[config.mk]
export PLATFORM = sky130hd
export DESIGN_NAME = bba_row_scan
export DESIGN_NICKNAME = d
export VERILOG_FILES = /design/src/hw/rtl/bba_pkg.sv /design/src/hw/rtl/bba_row_scan.sv
export SDC_FILE = /design/constraint.sdc
export NUM_CORES = 1
export LEC_CHECK = 0
export BUFFER_PORTS_ARGS = -buffer_cell sky130_fd_sc_hd__buf_2
export CAP_MARGIN = 20
export CORE_ASPECT_RATIO = 1.75
export CORE_MARGIN = 2
export CORE_UTILIZATION = 52
export DETAILED_ROUTE_END_ITERATION = 10
export PLACE_DENSITY_LB_ADDON = 0.15
export SLEW_MARGIN = 10
export SYNTH_ARGS = -nofsm -noshare
export SYNTH_HDL_FRONTEND = slang
export SYNTH_SLANG_ARGS = --single-unit
export TNS_END_PERCENT = 100
[constraint.sdc]
create_clock -name vclk -period 6.7
set_input_delay 1.005 -clock vclk [all_inputs]
set_output_delay 1.005 -clock vclk [all_outputs]
set_load 0.02 [all_outputs]
[src/hw/rtl/bba_pkg.sv]
package bba_pkg;

  // Heap geometry
  localparam int unsigned TopLevel    = 16;
  localparam int unsigned HeaderBytes = 16;
  localparam int unsigned MinLevel    = 5;

  localparam int unsigned SpanLevels = TopLevel - MinLevel;
  localparam int unsigned UnitCount  = 1 << SpanLevels;
  localparam int unsigned TreeCount  = 1 << (SpanLevels + 1);
  localparam int unsigned RowBits    = 32;
  localparam int unsigned RowCount   = TreeCount / RowBits;

  localparam int unsigned AddrW  = 16;
  localparam int unsigned IdW    = $clog2(TreeCount);
  localparam int unsigned UnitW  = $clog2(UnitCount);
  localparam int unsigned RowW   = $clog2(RowCount);
  localparam int unsigned BitW   = $clog2(RowBits);
  localparam int unsigned LvlW   = 5;
  localparam int unsigned TotalW = AddrW + 1;

  localparam logic [TotalW-1:0] HeapSize = TotalW'(1) << TopLevel;

  // Item codes
  localparam logic ModeAlloc = 1'b0;
  localparam logic ModeFree  = 1'b1;

  localparam logic [1:0] StatusDone    = 2'd0;
  localparam logic [1:0] StatusNoSpace = 2'd1;
  localparam logic [1:0] StatusBadFree = 2'd2;

  typedef struct packed {
    logic             mode;
    logic [AddrW-1:0] request_bytes;
    logic [AddrW-1:0] block_address;
  } in_item_t;

  typedef struct packed {
    logic [AddrW-1:0] granted_address;
    logic [1:0]       status;
  } out_item_t;

  typedef struct packed {
    logic           found;
    logic [IdW-1:0] id;
  } scan_res_t;

  // Smallest level whose block holds total bytes, never below the minimum.
  function automatic logic [LvlW-1:0] need_level(input logic [TotalW-1:0] total);
    logic [LvlW-1:0] need;
    need = LvlW'(TopLevel);
    for (int l = TopLevel - 1; l >= MinLevel; l--) begin
      if (total <= (TotalW'(1) << l)) begin
        need = LvlW'(l);
      end
    end
    return need;
  endfunction

  // First node id of a level.
  function automatic logic [IdW-1:0] level_first(input logic [LvlW-1:0] lvl);
    return IdW'(1) << (LvlW'(TopLevel) - lvl);
  endfunction

  // Last node id of a level.
  function automatic logic [IdW-1:0] level_last(input logic [LvlW-1:0] lvl);
    logic [IdW:0] span;
    span = (IdW + 1)'(1) << (LvlW'(TopLevel) - lvl);
    return IdW'((span << 1) - (IdW + 1)'(1));
  endfunction

endpackage

[src/hw/rtl/bba_row_scan.sv]
module bba_row_scan import bba_pkg::*; (
  input  logic [RowW-1:0]    row_i,
  input  logic [RowBits-1:0] data_i,
  input  logic [LvlW-1:0]    lvl_i,
  output scan_res_t          res_o
);

  logic [IdW-1:0] lo;
  logic [IdW-1:0] hi;

  assign lo = level_first(lvl_i);
  assign hi = level_last(lvl_i);

  // Lowest free node of the level within this row.
  always_comb begin
    logic [IdW-1:0] id;
    res_o = '0;
    for (int b = RowBits - 1; b >= 0; b--) begin
      id = {row_i, BitW'(b)};
      if (data_i[b] && id >= lo && id <= hi) begin
        res_o.found = 1'b1;
        res_o.id    = id;
      end
    end
  end

endmodule

* Word level (Yosys, flattened, before mapping)
Index checks and enable logic that the tools add are counted.
Operators by class: reduce and logical (&&, ||, !) cells 64, shifts and indexed selects 2, $add $sub $neg 2, multiplexer cells 32, order comparisons 64
Operator list (count):
- 2-to-1 mux 13 bit | 32
- greater-or-equal comparator 12 bit | 32
- <= comparator 12 bit | 32
- logical AND 1 bit | 64
- << shifter 1 x 5 -> 12 bit (first input constant) | 1
- subtractor 12 x 1 -> 12 bit (second input constant) | 1
- << shifter 1 x 5 -> 11 bit (first input constant) | 1
- subtractor 5 bit (first input constant) | 1
Word-level totals: input bits 44, output and inout port bits 13, flip-flop bits (word level) 0

* Longest topological paths before layout
Gate-level depths: netlist of the first run.
word-level depth 37, depth in mapped cells 20, depth with buffers taken out 16

* Least setup slack after synthesis of the first run
Ideal clock, no wire load.
path kind input port to output port, start in lvl_i[2], end out res_o[2] in the netlist's numbering, stages 20, setup slack -0.148 ns, arrival 5.843 ns, cell sequence or4b_1 buf_2 or2_1 clkbuf_1 ha_1 clkbuf_1 buf_1 nor4_1 a21oi_1 o21a_1 ha_1 a21oi_1 o221ai_1 nor2_1 clkbuf_1 o211ai_1 o21bai_1 o21bai_1 a2111o_1 a211oi_1
RTL lines:
- start: declaration | RTL line bba_row_scan.sv:4 | input logic [LvlW-1:0] lvl_i,
- end: declaration | RTL line bba_row_scan.sv:5 | output scan_res_t res_o

==> impl_metrics.toml, run 1 <==
[global_route]
grt_start_max_net_pins = 18
global_route.overflow_total = 0
grtUsageTotal_pct = 35.76
first_pass_grt_wire_length_um = 13820
vias_in_the_first_global_route = 3015
antenna_violations_before_repair = 0

[routing]
drt_iter0_markers = 169
wl_um = 8826
drc_errors = 0
drt.antenna.violating_nets = 0
dr.max_layer_used = "met4"
wl_per_cell_um = 19.27
met3RoutedLength_um = 548
wl_met1_um = 3201
vias = 3252
drt_pre_antenna_iters = 4
met2WireLength_um = 4439
via_per_inst = 7.100

[placement]
dpl.hpwl_um = 7082
port-buffer-count = 57
place.detailed.instances = 457
gpl.final_weighted_congestion = 1.020

[synth]
yosysTopAreaCellShare_pct = 12.04
post_synthesis_instance_total = 343
syn-cell-area_sq_um = 2287
synth.cells.most_frequent = "nand2_1 (29), a21oi_1 (27), nor2_1 (24)"
synth_nets = 409
post_synth_main_area_contributors = "ha_1 (12%), a21oi_1 (5.9%), nand2_1 (4.8%)"
synth_sequential_area_ratio_pct = 0
most_used_standard_cell_by_instance_count_after_synthesis = "nand2_1"
netlist-cell-type-count = 69
synth.avg_cell_area_sq_um = 6.668
netlist.top_cell.by_area = "ha_1"
ys_warn_count = 0

[final_layout]
multiInputGateArea_sq_um = 2270
post_route_cells_drive_above_1_share_pct = 27.38
utilization_pct = 67.47
fillCellCount = 427
final_antenna_diode_count = 0
fin_cells = 458
seq_cells = 0
regArea_sq_um = 0
n_clock_buffer = 0
area_delta_synth_final_pct = 23.58
fin_nets = 477

[die]
num_io_pins = 57
chipWidth_um = 54.14
rows = 31
die-height_um = 91.74
die_area_sq_um = 4966
floorplan.core_area_sq_um = 4189
initial_cell_density_of_the_core_pct = 54.60

[pwr]
total_leakage_power_nw = 1.181
power.ir.vdd_worst_uv = 59.32
power.density_cell_area_nw_per_um2 = 87.89

[hold_path]
hold_path_depth = 3
hold_start = "row_i[2]"
hold_path_class = "in -> out"
worstHoldEndpoint = "res_o[7]"

[timing]
timing.max_slew.rel_slack_pct = 43.63
finalWorstPathRequiredPeriod_ps = 6440
slew_violations = 0
timing.final.setup_violations = 0
worstMarginPinSlew_ps = 843.0
report.final.hold_viol_count = 0
max_clock_freq_mhz = 155.3
period_share_pct = 96.12

[setup_path]
worst-endpoint-arrival_ps = 5430
endpoint_class_of_the_critical_path = "output port"
cp-start-kind = "input port"
worst-setup-path-type = "in -> out"
cp_data_required_time_ps = 5690
critical_path_peak_fanout = 11

[flow_run]
drv.max_cap_violation_count = 0

[run_status]
outcome = "finished, final reports clean"
-- report_power, final --
part           total, mW  internal (mW)  leakage, nW  switching [mW]
logic              0.248         0.0992         1.18           0.149
registers              0              0            0               0
clock network          0              0            0               0
total              0.248         0.0992         1.18           0.149
-- worst max-delay path, stage by stage --
cell	delay [ps]
buf_2	170
or4b_1	460
or2_1	240
ha_1	260
nor4_2	220
a21oi_1	80
o21a_1	210
ha_1	350
nand3_1	140
or2_2	380
nor4_4	350
and4b_1	260
or3_4	410
and4bb_2	360
nand4_4	160
and2_1	220
buf_2	150
-- placed cells by master (no fill, tap or decap), types with 6 or more instances in the layout --
| cell type | count |
|---|---|
| a21oi_1 | 26 |
| buf_4 | 23 |
| inv_1 | 9 |
| ha_1 | 22 |
| nand4_1 | 11 |
| nand2_1 | 29 |
| nand2b_1 | 7 |
| nor2_1 | 22 |
| and2_1 | 11 |
| nor2b_1 | 6 |
| buf_2 | 57 |
| and3_1 | 8 |
| o21ai_0 | 17 |
| o211ai_1 | 10 |
| nand3_1 | 20 |
| nor3_1 | 13 |
-- area by class of cell --
type               count  share of cell area (%)
well taps             49                   2.169
multi-input cells    319                   80.30
repair buffers        80                   16.20
inverters             10                   1.328
-- logic make-up (layout without fill, tap and decap cells) --
group | count (synthesis) | after routing | share of synthesized area [%]
multiplexers | 2 | 2 | 0.8753
AO/OA/AOI/OAI | 129 | 129 | 41.03
buffers and inverters | 24 | 90 | 4.048
adder cells (fa/ha/maj) | 22 | 22 | 12.03
AND/OR/NAND/NOR | 166 | 166 | 42.01
-- how the worst max path moves through the flow --
stage             start   endpoint  slack (ps)  depth (start not counted)
6_report       lvl_i[4]  res_o[11]         260                         17
5_1_grt        lvl_i[4]  res_o[11]        -0.7                         20
4_1_cts        lvl_i[4]   res_o[8]         210                         17
3_5_place_dp   lvl_i[4]  res_o[11]         240                         17
3_3_place_gp   lvl_i[2]   res_o[9]         260                         17
2_1_floorplan  lvl_i[2]   res_o[0]          20                         20
-- metrics by stage --
step           area (sq um)  setup slack (ps)  power (mW)  hold slack, ps  setup TNS (ps)
2_1_floorplan          2292             15.75      0.1561            2193               0
3_3_place_gp           2749             263.0      0.2257            2375               0
3_5_place_dp           2749             235.3      0.2293            2376               0
4_1_cts                2749             210.8      0.2305            2378               0
5_1_grt                2826           -0.6528      0.2711            2389         -0.6528
6_report               2826             260.3      0.2484            2371               0
-- repair_timing --
item,CTS,global route
hold buffers,0,0
gates resized for setup,0,14
setup buffers,0,1
endpoints found under the setup margin,0,12
-- routing by layer --
metal,up-vias,track usage [%]
met1,1500,39.35
met4,0,23.96
met2,183,58.94
li1,1510,-
met5,-,0
met3,59,6.026
Note: power is estimated with default switching activity, not from simulation.
==> run 2, diff against run 1 <==
--- a/config.mk
+++ b/config.mk
@@ -5,11 +5,12 @@
 export SDC_FILE = /design/constraint.sdc
 export NUM_CORES = 1
 export LEC_CHECK = 0
+export ABC_AREA = 1
 export BUFFER_PORTS_ARGS = -buffer_cell sky130_fd_sc_hd__buf_2
 export CAP_MARGIN = 20
 export CORE_ASPECT_RATIO = 1.75
 export CORE_MARGIN = 2
-export CORE_UTILIZATION = 52
+export CORE_UTILIZATION = 50
 export DETAILED_ROUTE_END_ITERATION = 10
 export PLACE_DENSITY_LB_ADDON = 0.15
 export SLEW_MARGIN = 10
==> run 2 against run 1 <==
Net effect: synthesized area shrank 19%; critical path type unchanged; non-clock buffer count shrank 15; critical endpoint is now res_o[0]; setup slack gained 170 ps; largest cell class unchanged; worst hold slack lost 24 ps; combinational power shrank 13%; global-route usage shrank 9.8 points; first-iteration DRC count shrank 75%; power shrank 14%; wire length shrank 36%; final cell count grew 0.66%.
==> impl_metrics.toml, run 2 <==
[setup_path]
worst-endpoint-arrival_ps = 5270
slowest_delay_ps = 340
worst-setup-path-type = "in -> out"
cp_data_required_time_ps = 5690
cp-start-kind = "input port"
endpoint_class_of_the_critical_path = "output port"
critical_path_peak_fanout = 10
slowest_stage = "ha_1"
critical-path-top-cell-by-count = "nand2_1"

[global_route]
grt_start_max_net_pins = 12
global_route.overflow_total = 0
vias_in_the_first_global_route = 2242
antenna_violations_before_repair = 0
grtUsageTotal_pct = 25.95
first_pass_grt_wire_length_um = 9011

[pwr]
p_int_mw = 0.07979
net_switching_component_of_the_power_mw = 0.1351
power.ir.vdd_worst_uv = 47.59
p_seq_share_pct = 0
clock_power_share_pct = 0
share_of_total_power_consumed_by_net_switching_pct = 62.86
power.density_cell_area_nw_per_um2 = 93.69
share_comb_of_total_power_pct = 100.0
total_leakage_power_nw = 1.405

[final_layout]
fin_nets = 483
most-common-layout-cells = "nand2_1 (95), inv_1 (56), buf_2 (56)"
seq_cells = 0
fillCellCount = 403
final_antenna_diode_count = 0
regArea_sq_um = 0
post_route_cells_drive_above_1_share_pct = 24.10
final_design_area_no_fill_sq_um = 2293
n_clock_buffer = 0
fin_cells = 461
area_delta_synth_final_pct = 23.27
layout.cells.most_common = "nand2_1"

[run_status]
outcome = "finished, final reports clean"

[routing]
vias = 2430
wl_per_cell_um = 12.24
drt.antenna.violating_nets = 0
drc_errors = 0
via_per_inst = 5.271
drt_pre_antenna_iters = 4
drt_iter0_markers = 42
wl_um = 5641

[timing]
report.final.hold_viol_count = 0
timing.final.setup_violations = 0
max_clock_freq_mhz = 159.4
slew_violations = 0
timing.max_slew.rel_slack_pct = 65.52
period_share_pct = 93.62
finalWorstPathRequiredPeriod_ps = 6273
worstMarginPinSlew_ps = 511.8

[die]
chipWidth_um = 50.11
die_area_sq_um = 4244
rows = 29
num_io_pins = 57
die-height_um = 84.70
floorplan.core_area_sq_um = 3592
initial_cell_density_of_the_core_pct = 51.79

[cts]
cts-hold-fix-buffers = 0

[placement]
dpl.hpwl_um = 4829
port-buffer-count = 57
gpl.final_weighted_congestion = 0.8920
place_area_sq_um = 2218
place.detailed.instances = 457

[synth]
ys_warn_count = 0
yosys.area_share.adder_pct = 14.79
yosysTopAreaCellShare_pct = 19.17
most_used_standard_cell_by_instance_count_after_synthesis = "nand2_1"
synth_nets = 418
netlist-cell-type-count = 35
synth_top_family_by_area = "simple AND/OR/NAND/NOR gates"
compound_cell_area_share_of_the_yosys_netlist_pct = 15.67
synth_sequential_area_ratio_pct = 0
synth_xor_area_share_pct = 1.412
netlist.top_cell.by_area = "nand2_1"
synth.avg_cell_area_sq_um = 5.286
post_synth_main_area_contributors = "nand2_1 (19%), ha_1 (15%), inv_1 (12%)"
syn-cell-area_sq_um = 1861
synth.cells.most_frequent = "nand2_1 (95), inv_1 (59), nor2_1 (40)"
synth_mux_area_share_pct = 0
simple_gate_portion_of_the_synthesized_area_pct = 54.20
post_synthesis_instance_total = 352

[hold_path]
hold_path_depth = 4
hold_start = "row_i[3]"
worstHoldEndpoint = "res_o[8]"
hold_path_class = "in -> out"

[flow_run]
drv.max_cap_violation_count = 0
run 2: cell types whose count changed after synthesis, moves of 5 or more:
cell	previous run	this run
nand2b_1	7	0
nand2_4	0	5
and2_1	11	1
nor3_1	15	7
nand3_1	20	32
clkbuf_1	10	1
o211ai_1	10	5
inv_1	9	59
a21oi_1	27	13
nor2b_1	6	0
nor2_1	24	40
and3_1	8	0
nand2_1	29	95
nor3b_1	5	0
run 2: power by group through the flow:
stage | logic, mW | registers, mW | clock network [mW]
global route | 0.242 | 0 | 0
detailed placement | 0.204 | 0 | 0
floorplan | 0.149 | 0 | 0
CTS | 0.205 | 0 | 0
finish | 0.215 | 0 | 0
global placement | 0.202 | 0 | 0
run 2: cell type report:
class | instances | area [sq um] | share of cell area (%)
repair buffers | 65 | 347.8 | 15.17
multi-input cells | 285 | 1642 | 71.58
inverters | 65 | 246.5 | 10.75
well taps | 46 | 57.56 | 2.510
run 2: per-stage QoR:
| step | hold slack [ps] | util (%) | total power [mW] | worst slack (ps) | setup TNS, ps |
|---|---|---|---|---|---|
| after global routing | 2356 | 63.85 | 0.2424 | -20.52 | -20.52 |
| after floorplan | 2129 | - | 0.1494 | 761.9 | 0 |
| after CTS | 2350 | 61.76 | 0.2051 | 78.44 | 0 |
| after detailed placement | 2348 | 61.76 | 0.2041 | 98.51 | 0 |
| after global placement | 2348 | 61.76 | 0.2020 | 118.8 | 0 |
| final | 2347 | 63.85 | 0.2149 | 427.5 | 0 |
run 2: worst max path at each step:
stage | from | slack, ps | endpoint | cells after the start
finish | lvl_i[2] | 430 | res_o[0] | 42
global route | lvl_i[2] | -20 | res_o[0] | 46
CTS | lvl_i[2] | 80 | res_o[0] | 42
detailed placement | lvl_i[2] | 100 | res_o[0] | 42
global placement | lvl_i[2] | 120 | res_o[0] | 42
floorplan | lvl_i[2] | 760 | res_o[0] | 39
run 2: cell families (layout without fill, tap and decap cells):
group | Yosys count | in the layout
adders and majority gates | 22 | 22
AOI/OAI and AO/OA | 49 | 49
buffers and inverters | 67 | 130
xor gates and xnor gates | 3 | 3
and+or+nand+nor | 211 | 211
run 2: what timing repair did:
action / 4_1_cts / 5_1_grt
setup buffers: 0 / 4
resized for setup: 0 / 15
setup endpoints to repair: 0 / 9
run 2: worst max-delay path, delay by kind of cell:
kind | cells | cell delay, ps
AOI/OAI and AO/OA | 5 | 960
xor gates and xnor gates | 1 | 130
adders and majority gates | 2 | 490
buffers and inverters | 5 | 520
and+or+nand+nor | 29 | 2160
run 2: routing by layer:
metal / up-vias / global-route usage (%) / share of wire, %
met3: 12 / 1.246 / 3.2
met1: 1057 / 24.30 / 38
met4: 0 / 6.818 / 2.4
li1: 1285 / - / -
met5: - / 0 / 0
met2: 76 / 55.86 / 57
